File: src/hw/rtl/assert_macros.svh
// Assertion macros shared by the slice partition RTL.
// Each macro samples on clk and is disabled while arst_n is low.
`ifndef ASSERT_MACROS_SVH
`define ASSERT_MACROS_SVH

// Same-cycle implication.
`define SPS_ASSERT_NOW(label, ante, cons, msg) \
	label: assert property (@(posedge clk) disable iff (!arst_n) (ante) |-> (cons)) \
		else $error(msg);

// Next-cycle implication.
`define SPS_ASSERT_NEXT(label, ante, cons, msg) \
	label: assert property (@(posedge clk) disable iff (!arst_n) (ante) |=> (cons)) \
		else $error(msg);

`endif

File: src/hw/rtl/sps_pkg.sv
// Package for the slice partition and block statistics block.
// Holds field widths, codes, payload structs and controller types; no dependencies.
package sps_pkg;

	localparam int COL_W      = 10;
	localparam int ROW_W      = 10;
	localparam int WANT_W     = 8;
	localparam int SLICE_W    = 8;
	localparam int COEF_W     = 10;
	localparam int CNT_W      = 32;
	localparam int BLK_W      = 21;
	localparam int ACT_W      = 9;
	localparam int DIV_W      = 11;
	localparam int DVSR_W     = 10;
	localparam int PROD_W     = 20;
	localparam int CFG_IDX_W  = 2;
	localparam int CFG_DATA_W = 10;

	// Configuration register indexes.
	localparam logic [CFG_IDX_W-1:0] REG_COLUMNS = 2'd0;
	localparam logic [CFG_IDX_W-1:0] REG_ROWS    = 2'd1;
	localparam logic [CFG_IDX_W-1:0] REG_SLICES  = 2'd2;

	// Operation codes.
	localparam logic [1:0] OP_NOTE = 2'd0;
	localparam logic [1:0] OP_READ = 2'd1;
	localparam logic [1:0] OP_MAP  = 2'd2;

	// Block modes.
	localparam logic [1:0] MODE_SKIP  = 2'd0;
	localparam logic [1:0] MODE_INTRA = 2'd2;

	// Counter selection codes.
	localparam logic [2:0] CH_LUMA    = 3'd0;
	localparam logic [2:0] CH_CHROMA  = 3'd1;
	localparam logic [2:0] CH_SKIP    = 3'd2;
	localparam logic [2:0] CH_INTRA   = 3'd3;
	localparam logic [2:0] CH_INTER   = 3'd4;
	localparam logic [2:0] CH_NONZERO = 3'd5;
	localparam logic [2:0] CH_SUM     = 3'd6;

	typedef struct packed {
		logic [1:0]        opcode;
		logic [SLICE_W-1:0] slice_index;
		logic [ROW_W-1:0]  row_number;
		logic              chroma_flag;
		logic [1:0]        block_mode;
		logic [COEF_W-1:0] coefficient_total;
		logic [2:0]        counter_choice;
	} item_t;

	typedef struct packed {
		logic               ok;
		logic [SLICE_W-1:0] slice_number;
		logic [ROW_W-1:0]   first_row;
		logic [ROW_W-1:0]   row_total;
		logic [BLK_W-1:0]   block_total;
		logic [BLK_W-1:0]   start_block;
		logic [BLK_W-1:0]   end_block;
		logic [CNT_W-1:0]   counter_value;
	} result_t;

	// One memory row: all seven statistics of one slice.
	typedef struct packed {
		logic [CNT_W-1:0] luma;
		logic [CNT_W-1:0] chroma;
		logic [CNT_W-1:0] skip;
		logic [CNT_W-1:0] intra;
		logic [CNT_W-1:0] inter;
		logic [CNT_W-1:0] nonzero;
		logic [CNT_W-1:0] coef_sum;
	} counters_t;

	typedef enum logic [3:0] {
		ST_IDLE,
		ST_DISPATCH,
		ST_PLAN,
		ST_PLAN_WAIT,
		ST_MAP_WAIT,
		ST_MEM_RD,
		ST_MEM_WR,
		ST_GEO_FIRST,
		ST_GEO_START,
		ST_GEO_BLOCK,
		ST_FINISH
	} state_t;

	typedef struct packed {
		logic cfg_write;
		logic clear_stats;
		logic load_item;
		logic div_start;
		logic div_plan;
		logic store_plan;
		logic slice_from_div;
		logic mem_rd;
		logic mem_wr;
		logic geo_first;
		logic geo_start;
		logic geo_block;
		logic load_result;
	} cmd_t;

	typedef struct packed {
		logic [1:0] opcode;
		logic       slice_ok;
		logic       div_done;
	} status_t;

endpackage

File: src/hw/rtl/sps_ctrl.sv
// Controller state machine of the slice partition block.
// Depends on sps_pkg and assert_macros.svh; drives the datapath through cmd_t.
`include "assert_macros.svh"

module sps_ctrl (
	input  logic                          clk,
	input  logic                          arst_n,
	input  logic                          item_valid,
	output logic                          item_stall,
	input  logic                          cfg_valid,
	output logic                          cfg_ready,
	input  logic [sps_pkg::CFG_IDX_W-1:0] cfg_index,
	output logic                          result_valid,
	input  logic                          result_stall,
	input  sps_pkg::status_t              status,
	output sps_pkg::cmd_t                 cmd
);
	import sps_pkg::*;

	state_t state_q;
	state_t state_d;
	logic   result_valid_q;
	logic   out_free;
	logic   cfg_acc;
	logic   cfg_hit;

	assign out_free   = !result_valid_q || !result_stall;
	assign cfg_ready  = state_q == ST_IDLE;
	assign item_stall = (state_q != ST_IDLE) || cfg_valid;
	assign cfg_acc    = cfg_valid && cfg_ready;
	assign cfg_hit    = cfg_acc && (cfg_index == REG_COLUMNS || cfg_index == REG_ROWS ||
		cfg_index == REG_SLICES);

	always_ff @(posedge clk or negedge arst_n) begin
		if (!arst_n) begin
			state_q <= ST_IDLE;
		end else begin
			state_q <= state_d;
		end
	end

	always_ff @(posedge clk or negedge arst_n) begin
		if (!arst_n) begin
			result_valid_q <= 1'b0;
		end else if (cmd.load_result) begin
			result_valid_q <= 1'b1;
		end else if (!result_stall) begin
			result_valid_q <= 1'b0;
		end
	end

	always_comb begin
		state_d = state_q;
		cmd     = '0;
		case (state_q)
			ST_IDLE: begin
				if (cfg_acc) begin
					cmd.cfg_write   = 1'b1;
					cmd.clear_stats = cfg_hit;
					if (cfg_hit) begin
						state_d = ST_PLAN;
					end
				end else if (item_valid) begin
					cmd.load_item = 1'b1;
					state_d       = ST_DISPATCH;
				end
			end
			ST_PLAN: begin
				cmd.div_start = 1'b1;
				cmd.div_plan  = 1'b1;
				state_d       = ST_PLAN_WAIT;
			end
			ST_PLAN_WAIT: begin
				if (status.div_done) begin
					cmd.store_plan = 1'b1;
					state_d        = ST_IDLE;
				end
			end
			ST_DISPATCH: begin
				case (status.opcode)
					OP_NOTE, OP_READ: begin
						state_d = status.slice_ok ? ST_MEM_RD : ST_FINISH;
					end
					OP_MAP: begin
						cmd.div_start = 1'b1;
						state_d       = ST_MAP_WAIT;
					end
					default: begin
						state_d = ST_FINISH;
					end
				endcase
			end
			ST_MAP_WAIT: begin
				if (status.div_done) begin
					cmd.slice_from_div = 1'b1;
					state_d            = ST_GEO_FIRST;
				end
			end
			ST_MEM_RD: begin
				cmd.mem_rd = 1'b1;
				state_d    = (status.opcode == OP_NOTE) ? ST_MEM_WR : ST_GEO_FIRST;
			end
			ST_MEM_WR: begin
				cmd.mem_wr = 1'b1;
				state_d    = ST_FINISH;
			end
			ST_GEO_FIRST: begin
				cmd.geo_first = 1'b1;
				state_d       = ST_GEO_START;
			end
			ST_GEO_START: begin
				cmd.geo_start = 1'b1;
				state_d       = ST_GEO_BLOCK;
			end
			ST_GEO_BLOCK: begin
				cmd.geo_block = 1'b1;
				state_d       = ST_FINISH;
			end
			ST_FINISH: begin
				if (out_free) begin
					cmd.load_result = 1'b1;
					state_d         = ST_IDLE;
				end
			end
			default: begin
				state_d = ST_IDLE;
			end
		endcase
	end

	assign result_valid = result_valid_q;

	`SPS_ASSERT_NEXT(a_busy_after_item, item_valid && !item_stall, item_stall,
		"input taken while a transaction is still in work")
	`SPS_ASSERT_NEXT(a_plan_after_cfg, cfg_hit, state_q == ST_PLAN,
		"register write did not start a plan update")
	`SPS_ASSERT_NEXT(a_result_loaded, state_q == ST_FINISH && out_free, result_valid_q,
		"finished transaction produced no result")

endmodule

File: config.mk
export PLATFORM = sky130hd
export DESIGN_NAME = sps_ctrl
export DESIGN_NICKNAME = d
export VERILOG_FILES = /design/src/hw/rtl/sps_pkg.sv /design/src/hw/rtl/sps_ctrl.sv
export VERILOG_INCLUDE_DIRS = /design/src /design/src/hw/rtl
export SDC_FILE = /design/constraint.sdc
export NUM_CORES = 1
export LEC_CHECK = 0
export BUFFER_PORTS_ARGS = -buffer_cell sky130_fd_sc_hd__buf_2
export CAP_MARGIN = 25
export CORE_AREA = 5 5 47 49
export CTS_BUF_LIST = sky130_fd_sc_hd__clkbuf_16
export DETAILED_ROUTE_END_ITERATION = 16
export DIE_AREA = 0 0 52 54
export GPL_TIMING_DRIVEN = 0
export MAX_ROUTING_LAYER = met4
export PLACE_DENSITY_LB_ADDON = 0.1
export SLEW_MARGIN = 20
export SYNTH_ARGS = -nofsm -noshare
export SYNTH_HDL_FRONTEND = slang
export SYNTH_SLANG_ARGS = --single-unit
File: constraint.sdc
create_clock -name clk -period 2.3 [get_ports clk]
set_clock_uncertainty 0.2 [all_clocks]
set_input_delay 0.23 -clock clk [delete_from_list [all_inputs] [get_ports clk]]
set_output_delay 0.23 -clock clk [all_outputs]
set_load 0.02 [all_outputs]
Word-level counts from Yosys, hierarchy flattened
Cells that the tools add are included.
- register bits: 5
- output and inout bits: 16
- word-level logic and storage cells: 66
- input port bits: 11
- equality and inequality tests: 20
- mux-type cells: 29
- reductions and logical operators: 15
- operator list (kind ; count):
    case mux 4 bit (10 select lines) ; 1
    two-way mux 4 bit ; 7
    two-way mux 1 bit ; 17
    == test 4 x 3 -> 1 bit, second input constant ; 4
    == test 4 bit, second input constant ; 3
    == test 4 x 2 -> 1 bit, second input constant ; 2
    case mux 4 bit (2 select lines) ; 1
    != test 2 bit, second input constant ; 3
    != test 3 x 2 -> 1 bit, second input constant ; 2
    AND reduction 5 bit ; 1
    == test 2 x 1 -> 1 bit, second input constant ; 2
    == test 2 bit, second input constant ; 2
    == test 4 x 1 -> 1 bit, second input constant ; 1
    logical NOT 2 bit ; 2
    logical NOT 4 bit ; 1
    logical OR 1 bit ; 4
    nonzero test 4 bit ; 1
    OR reduction 2 bit ; 2
    two-way mux 3 bit ; 1
    logical AND 1 bit ; 2
    logical NOT 1 bit ; 2
    two-way mux 2 bit ; 1
    != test 2 x 1 -> 1 bit, second input constant ; 1
    case mux 1 bit (2 select lines) ; 1

Logic depth before layout (Yosys ltp)
Gate-level depths: netlist of run 1.
- word-level depth: 7
- mapped depth: 6
- gate-level depth less buffers: 4

Worst setup path before layout of run 1
No wires, ideal clock.
- path type: reg2out
- from: register state_q[2]
- to: output port cmd[11] (netlist bit)
- arrival: 1.685 ns
- cell stages (with the launch flop): 5
- setup slack: 0.185 ns
- data required time: 1.870 ns
- path buffers: 1
- cell sequence: dfrtp_1 buf_4 nor4_4 and2_1 a21boi_1
- RTL lines (item ; line ; source):
    start, declared ; sps_ctrl.sv:20 ; state_t state_q;
    start signal, assigned ; sps_ctrl.sv:38 ; state_q <= state_d;
    end, declared ; sps_ctrl.sv:16 ; output sps_pkg::cmd_t cmd

==> out/qor.csv, run 1 <==
metric,value,unit
worst-path maximum fanout,10,
final wirelength,1500,um
P_sw,523,uW
RSZ-0062 raised after global routing,no,
global-route wire length before repair,2480,um
TritonCTS buffer count,3,
status,"finished, final reports clean",
"commonest non-fill, non-tap cell in the layout",buf_2,
Peak VDD IR,0.000921,V
die width,52,um
vias per cell,4.86,
CTS tree,done,
Cells after DPL,128,
#FFs+latches synth,5,
Post-synth EDFFs,0,
CP peak stage delay,0.31,ns
highest clock rate,502,MHz
syn_area_per_cell,7.64,um2
Synth Flop Type,dfrtp_1,
Netlist cell types,30,
post-synthesis async set-or-reset flop share,100,%
CTS root buffer,clkbuf_16,
die area,2810,um2
Crit. End Element,output pin,
Fin Setup TNS,0,ns
crit-path most repeated cell,buf_2,
# IOs,27,
Adder-Cell Fraction of Synth Area,0,%
Post-DRT Antenna Nets,0,
Mapped Area,573,um2
Clock power frac,23.8,%
Leakage,0.403,nW
Rows,16,
Synth Net Count,86,
fillcell total,197,
GRT met2 Usage,20.3,%
drt wl/cell,11.3,um
most frequent cells in the layout,"buf_2, nor2_1, nand2_1",
diode count,0,
hold slack,0.114,ns
largest family of logic cells by synthesized area,simple AND/OR/NAND/NOR gates,
nets,118,
"Min Clock Period, post-route",1.99,ns
Slew Limit Fails,0,
Worst setup SP type,register,
IO Port Bufs,26,
Longest Clk Path Bufs,2,
fin crit share,86.6,%
Initial Util,31.5,%
DRT iter0 DRCs,14,
worst path cell trace,buf_2 > buf_2 > nand2b_1 > o21ai_1 > and2_1 > buf_2,
vias in the first global route,571,
post-synthesis sequential area ratio,21.8,%
Internal,650,uW
flop2flop setup slack,0.70,ns
core area,1820,um2
relative max-transition margin,82.6,%
"Arr. time, crit path",1.56,ns
initial antenna violation count,0,
Syn-to-layout area delta,44.1,%
DP HPWL,1170,um
GR Util met1,14.5,%
Setup Viol. Count Final,0,
post-synthesis compound-gate area fraction,24.2,%
Final Util,45.3,%
xor/xnor cell area share of the yosys netlist,0,%
WS Path Type,reg -> out,
vias,646,
largest net degree at the start of global routing,11,
Die Y,54,um
cts repair resizes,0,
Cells after Synth,75,
grt total ovfl,0,
drc violations,0,
GRT Overall Usage,12.4,%
layout cells sized above 1,39.6,%
Hold Crit Class,in -> reg,
worst slew pin tran,0.260,ns
"Most Used Layer, Global Route",met2,
CTS H-tree depth,1,
met3 Track Usage GR,4.43,%
Fin. Hold Viols,0,
clk_lat worst skew,0.23,ns
Worst-path clk slew,0.03,ns
number of setup buffers added after CTS,0,
mux share of post-synthesis cell area,1.75,%
Pwr Density,1420,nW/um2
Post-Synth Simple-Gate Area,41.7,%
Synthesis Warnings,0,
CP max-delay cell,dfrtp_1,
cts hold-fix bufs,1,
Finished Layout Cells,133,
switching portion of total power,44.6,%
max-cap violations,0,
CTS sink cnt,5,
GPL Wtd Cong,0.722,
WP data required,1.87,ns
first drt pass iteration count,4,
Comb pwr share,63.8,%
Seq pwr share,12.4,%
-- power groups by stage --
stage	logic (mW)	clock network, mW	registers [mW]
detailed placement	0.756	0	0.147
CTS	0.757	0.285	0.146
global placement	0.756	0	0.145
finish	0.748	0.279	0.146
floorplan	0.567	0	0.153
global route	0.828	0.297	0.150
-- worst paths after layout --
kind,from,to,cells after the start
max,state_q[0],cmd[9],6
min,result_stall,result_valid,3
max reg2reg,state_q[0],state_q[0],5
min reg2reg,result_valid,result_valid,2
max in group asynchronous,arst_n,state_q[1],2
min in group asynchronous,arst_n,result_valid,2
-- worst max-delay path: cells and delay by family (launching register included) --
| kind | cells | cell delay, ns |
|---|---|---|
| buffers and inverters | 3 | 0.63 |
| flip-flops | 1 | 0.31 |
| AND/OR/NAND/NOR | 2 | 0.32 |
| AO/OA/AOI/OAI | 1 | 0.07 |
-- stage by stage --
step | power (mW) | setup WS [ns] | area (um2)
after floorplan | 0.720 | 0.185 | 573
after global placement | 0.902 | 0.554 | 737
after detailed placement | 0.903 | 0.542 | 737
after CTS | 1.19 | 0.298 | 826
after global routing | 1.28 | 0.173 | 826
final | 1.17 | 0.309 | 826
-- final cells by class --
cell class	count	area [um2]	share of cell area, %
clock inverters	1	3.75	0.455
repair buffers	27	140	17.0
flip-flops and latches	5	125	15.2
plain buffers	7	52.6	6.36
clock buffers	3	75.1	9.09
inverters	2	7.51	0.909
multi-input cells	61	388	47.0
well taps	27	33.8	4.09
-- synth_stat cells, drive strengths merged, types with 2 or more instances --
library cell	number	area (um2)
nor2	12	45.0
o21ai	9	45.0
buf	7	52.5
nand2	7	26.3
nand2b	6	37.5
dfrtp	5	125
nor3	4	20.0
a21oi	2	10.0
a311o	2	20.0
a311oi	2	30.0
and2	2	12.5
inv	2	7.50
nor2b	2	12.5
nor4	2	27.5
nor4b	2	23.8
-- flip-flops by register name, indices dropped and copies added (netlist names) --
register,cells
state_q,4
result_valid,1
-- metal layers --
| layer | routed length, um | vias to the layer above |
|---|---|---|
| li1 | - | 328 |
| met2 | 731 | 23 |
| met4 | 0 | 0 |
| met3 | 109 | 0 |
| met5 | 0 | - |
| met1 | 661 | 295 |
-- cells by family after synthesis --
kind of cell,after synthesis
AOI/OAI and AO/OA,19
buffers and inverters,9
DFF,5
muxes,1
and+or+nand+nor,41
(Power assumes the default switching activity.)
==> run 2: changes to the inputs <==
--- a/config.mk
+++ b/config.mk
@@ -8,10 +8,9 @@
 export LEC_CHECK = 0
 export BUFFER_PORTS_ARGS = -buffer_cell sky130_fd_sc_hd__buf_2
 export CAP_MARGIN = 25
-export CORE_AREA = 5 5 47 49
-export CTS_BUF_LIST = sky130_fd_sc_hd__clkbuf_16
+export CORE_AREA = 5 5 42 44
 export DETAILED_ROUTE_END_ITERATION = 16
-export DIE_AREA = 0 0 52 54
+export DIE_AREA = 0 0 47 49
 export GPL_TIMING_DRIVEN = 0
 export MAX_ROUTING_LAYER = met4
 export PLACE_DENSITY_LB_ADDON = 0.1
==> out/qor.csv, run 2 (synthesis gave the netlist of run 1 again) <==
metric,value,unit,change
Initial Util,40.9,%,+9.4 points
worst path cell trace,buf_2 > buf_2 > nand2b_1 > o21ai_1 > and2_1 > buf_2,,
"Min Clock Period, post-route",2.03,ns,+0.0354 ns
"Arr. time, crit path",1.60,ns,+0.04 ns
CTS tree,done,,
die area,2300,um2,-18%
Worst R2R End,state_q[1],,
Clock power frac,10.5,%,-13 points
drt wl/cell,12.7,um,+13%
vias per cell,5.34,,+9.9%
Slew Limit Fails,0,,unchanged
number of setup buffers added after CTS,0,,unchanged
Setup Viol. Count Final,0,,unchanged
Syn-to-layout area delta,32.5,%,
worst slew pin tran,0.254,ns,-0.00514 ns
CP max-delay cell,dfrtp_1,,
max-cap violations,0,,unchanged
core area,1400,um2,-23%
Crit path max-delay family,buffers and inverters,,
switching portion of total power,50.8,%,+6.2 points
Cells after DPL,117,,-8.6%
Hold Crit Class,in -> async,,
WP buf/inv,3,,unchanged
P_sw,506,uW,-3.1%
highest clock rate,493,MHz,-1.7%
crit-path most repeated cell,buf_2,,
die width,47,um,-9.6%
CTS root buffer,clkbuf_4,,
Crit. path cell count,6,,unchanged
Fin. Hold Viols,0,,unchanged
status,"finished, final reports clean",,
Longest Clk Path Bufs,2,,unchanged
critical path capture point,cmd[9],,
first drt pass iteration count,4,,unchanged
"commonest non-fill, non-tap cell in the layout",buf_2,,
Internal,490,uW,-25%
worst reg2reg startpoint,state_q[0],,
drc violations,0,,unchanged
R2R depth,4,,-1
setup ws final,0.274,ns,-0.0354 ns
critical path launch point,state_q[0],,
GRT Overall Usage,14.4,%,+2.0 points
diode count,0,,unchanged
CTS H-tree depth,1,,unchanged
vias in the first global route,603,,+5.6%
DRT iter0 DRCs,15,,+1
# IOs,27,,unchanged
Peak VDD IR,0.000539,V,-42%
multi-input logic area,388,um2,unchanged
fillcell total,153,,-22%
Leakage,0.375,nW,-6.8%
Finished Layout Cells,122,,-8.3%
Die Y,49,um,-9.3%
Worst setup SP type,register,,
WS Path Type,reg -> out,,
worst-path maximum fanout,10,,unchanged
Seq pwr share,14.6,%,+2.2 points
Pwr Density,1310,nW/um2,-7.6%
Storage cell area,125,um2,unchanged
vias,651,,+0.77%
Worst-path clk slew,0.05,ns,+0.02 ns
Fin Setup TNS,0,ns,unchanged
most flop-heavy register,state_q,,
clk_lat worst skew,0.25,ns,+0.02 ns
WP data required,1.87,ns,about the same
Placed Area,723,um2,-1.9%
relative max-transition margin,82.9,%,+0.35 points
layout cells sized above 1,39.6,%,unchanged
Post-DRT Antenna Nets,0,,unchanged
max reg flops,4,,unchanged
grt total ovfl,0,,unchanged
flop2flop setup slack,0.69,ns,about the same
CP peak stage delay,0.32,ns,about the same
GPL Wtd Cong,0.802,,+11%
final wirelength,1560,um,+3.5%
Rows,14,,-2
DP HPWL,1200,um,+2.1%
Final Util,54.2,%,+8.9 points
CTS sink cnt,5,,unchanged
"worst slack, placed",0.509,ns,-0.0326 ns
global-route wire length before repair,2460,um,-0.85%
Final Cell Area,759,um2,-8.0%
initial antenna violation count,0,,unchanged
nets,118,,unchanged
Crit. End Element,output pin,,
Comb pwr share,74.9,%,+11 points
RSZ-0062 raised after global routing,no,,
fin crit share,88.1,%,+1.5 points
most frequent cells in the layout,"buf_2, nor2_1, nand2_1",,
IO Port Bufs,26,,unchanged
largest net degree at the start of global routing,11,,unchanged
TritonCTS buffer count,3,,unchanged
-- run 2: cell types whose count changed in the layout (fill, tap and decap cells not counted) --
cell,previous run,this run
clkbuf_4,0,3
inv_1,2,1
clkbuf_1,0,1
clkbuf_16,3,0
-- run 2: power by group through the flow --
stage | clock (mW) | combinational [mW] | sequential [mW]
3_3_place_gp | 0 | 0.740 | 0.146
4_1_cts | 0.108 | 0.752 | 0.146
5_1_grt | 0.120 | 0.812 | 0.148
6_report | 0.104 | 0.747 | 0.146
2_1_floorplan | 0 | 0.567 | 0.153
3_5_place_dp | 0 | 0.745 | 0.147
-- run 2: final cells by class --
class,count,share of cell area [%]
Buffer,7,6.92
Clock buffer,4,3.46
Inverter,2,0.988
Multi-Input combinational cell,61,51.1
Sequential cell,5,16.5
Tap cell,16,2.64
Timing Repair Buffer,27,18.5
-- run 2: layer usage --
layer	global-route usage, %	part of all wire, %	vias up
met5	-	0	-
met3	4.43	8.0	2
met4	4.15	1.1	0
li1	-	-	328
met2	21.9	48	28
met1	17.9	43	293
-- run 2: repair_timing --
action	in CTS	in global routing
resized for setup	0	0
hold buffers	1	0
endpoints found under the hold margin	5	0
-- run 2: how the worst min path moves through the flow --
stage / from / endpoint / cells after the start
2_1_floorplan: arst_n / result_valid / 0
3_3_place_gp: arst_n / state_q[2] / 1
3_5_place_dp: arst_n / state_q[2] / 1
4_1_cts: result_stall / result_valid / 3
5_1_grt: result_stall / result_valid / 3
6_report: arst_n / result_valid / 2
-- run 2: per-stage QoR --
| stage | power, mW | hold slack (ns) |
|---|---|---|
| final | 0.997 | 0.129 |
| after global routing | 1.08 | 0.128 |
| after CTS | 1.01 | 0.114 |
| after detailed placement | 0.892 | -0.149 |
| after global placement | 0.887 | -0.155 |
| after floorplan | 0.720 | -0.266 |
==> run 3: changes to the inputs <==
--- a/config.mk
+++ b/config.mk
@@ -9,6 +9,7 @@
 export BUFFER_PORTS_ARGS = -buffer_cell sky130_fd_sc_hd__buf_2
 export CAP_MARGIN = 25
 export CORE_AREA = 5 5 42 44
+export CTS_BUF_LIST = sky130_fd_sc_hd__clkbuf_8
 export DETAILED_ROUTE_END_ITERATION = 16
 export DIE_AREA = 0 0 47 49
 export GPL_TIMING_DRIVEN = 0
==> out/qor.csv, run 3 (synthesis gave the netlist of run 1 again) <==
metric,value,unit,change
status,"finished, final reports clean",,
Final Util,55.5,%,+1.3 points
Fin Setup TNS,0,ns,unchanged
die width,47,um,unchanged
first drt pass iteration count,4,,unchanged
largest net degree at the start of global routing,11,,unchanged
Crit. End Element,output pin,,
Hold Crit Start,result_stall,,
Slew Limit Fails,0,,unchanged
Initial Util,40.9,%,unchanged
CP peak stage delay,0.32,ns,about the same
WP data required,1.87,ns,about the same
CTS root buffer,clkbuf_8,,
Syn-to-layout area delta,35.8,%,
vias in the first global route,590,,-2.2%
"worst slack, placed",0.509,ns,unchanged
drt wl/cell,12.6,um,-1.2%
worst reg2reg startpoint,state_q[0],,
"Arr. time, crit path",1.57,ns,-0.03 ns
GRT Overall Usage,14.8,%,+0.43 points
Worst Hold Path EP,result_valid,,
worst path cell trace,buf_2 > buf_2 > nand2b_1 > o21ai_1 > and2_1 > buf_2,,
Peak VDD IR,0.000588,V,+9.1%
clk_lat worst skew,0.22,ns,-0.03 ns
initial antenna violation count,0,,unchanged
fin crit share,87.1,%,-0.96 points
max-cap violations,0,,unchanged
most frequent cells in the layout,"buf_2, nor2_1, nand2_1",,
Setup Viol. Count Final,0,,unchanged
vias per cell,5.34,,unchanged
core area,1400,um2,unchanged
flop2flop setup slack,0.71,ns,+0.02 ns
Hold Crit Class,in -> reg,,
IO Port Bufs,26,,unchanged
grt total ovfl,0,,unchanged
layout cells sized above 1,39.6,%,unchanged
GPL Wtd Cong,0.802,,unchanged
nets,118,,unchanged
fillcell total,148,,-3.3%
Post-DRT Antenna Nets,0,,unchanged
CTS tree,done,,
max reg flops,4,,unchanged
Rows,14,,unchanged
Leakage,0.387,nW,+3.2%
CTS sink cnt,5,,unchanged
"commonest non-fill, non-tap cell in the layout",buf_2,,
"Min Clock Period, post-route",2.00,ns,-0.0220 ns
relative max-transition margin,82.9,%,about the same
TritonCTS buffer count,3,,unchanged
Die Y,49,um,unchanged
RSZ-0062 raised after global routing,no,,
Fin. Hold Viols,0,,unchanged
vias,651,,unchanged
global-route wire length before repair,2440,um,-0.86%
worst slew pin tran,0.255,ns,+0.000255 ns
die area,2300,um2,unchanged
drc violations,0,,unchanged
number of setup buffers added after CTS,0,,unchanged
DRT iter0 DRCs,9,,-6
diode count,0,,unchanged
hold path depth,3,,
WS Path Type,reg -> out,,
Worst R2R End,state_q[1],,
final wirelength,1540,um,-1.2%
Worst-path clk slew,0.04,ns,about the same
most flop-heavy register,state_q,,
R2R depth,4,,unchanged
CP max-delay cell,dfrtp_1,,
Worst setup SP type,register,,
Longest Clk Path Bufs,2,,unchanged
Pwr Density,1350,nW/um2,+2.6%
cts repair resizes,0,,unchanged
setup ws final,0.296,ns,+0.0220 ns
crit-path most repeated cell,buf_2,,
DP HPWL,1200,um,unchanged
worst-path maximum fanout,10,,unchanged
CTS H-tree depth,1,,unchanged
# IOs,27,,unchanged
highest clock rate,499,MHz,+1.1%
==> run 3: layout make-up <==
type / count / area [um2] / area share [%]
clock inverters: 1 / 3.75 / 0.482
flip-flops and latches: 5 / 125 / 16.1
plain buffers: 7 / 52.6 / 6.75
clock buffers: 3 / 41.3 / 5.31
inverters: 2 / 7.51 / 0.965
repair buffers: 27 / 140 / 18.0
well taps: 16 / 20.0 / 2.57
multi-input cells: 61 / 388 / 49.8
==> run 3: worst max path at each step <==
stage / cells after the start / slack (ns) / from / endpoint
finish: 6 / 0.30 / state_q[0] / cmd[9]
global route: 5 / 0.20 / state_q[2] / cmd[6]
CTS: 5 / 0.27 / state_q[2] / cmd[11]
detailed placement: 5 / 0.51 / state_q[2] / cmd[11]
global placement: 5 / 0.55 / state_q[2] / cmd[11]
floorplan: 4 / 0.19 / state_q[2] / cmd[11]
==> run 3: worst max-delay path, delay by kind of cell, from the launching register on <==
| kind | cells | cell delay (ns) |
|---|---|---|
| buf+inv | 3 | 0.64 |
| flops | 1 | 0.32 |
| simple gates | 2 | 0.32 |
| compound gates | 1 | 0.07 |
==> run 3: layer usage <==
| metal | part of all wire (%) | track usage, % | vias up | wire length (um) |
|---|---|---|---|---|
| met3 | 8.6 | 4.43 | 2 | 132 |
| met1 | 41 | 17.0 | 292 | 631 |
| met4 | 1.5 | 8.29 | 0 | 23 |
| li1 | - | - | 328 | - |
| met5 | 0 | - | - | 0 |
| met2 | 49 | 22.2 | 29 | 749 |
==> run 3: power by group <==
group / switching, mW / internal (mW) / total (mW) / leakage [nW]
clock: 0.0439 / 0.114 / 0.158 / 0.0269
combinational: 0.446 / 0.298 / 0.744 / 0.296
sequential: 0.0193 / 0.127 / 0.147 / 0.0640
==> run 3: timing repair <==
action                                  CTS  global route
hold endpoints to repair                  5             0
endpoints found under the setup margin    0             0
hold buffers                              1             0
==> run 3: metrics by stage <==
stage / power, mW / hold slack [ns] / area [um2] / cells
after floorplan: 0.720 / -0.266 / 573 / 75
after global placement: 0.887 / -0.155 / 723 / 117
after detailed placement: 0.892 / -0.149 / 723 / 117
after CTS: 1.06 / 0.116 / 778 / 122
after global routing: 1.13 / 0.136 / 778 / 122
final: 1.05 / 0.124 / 778 / 122
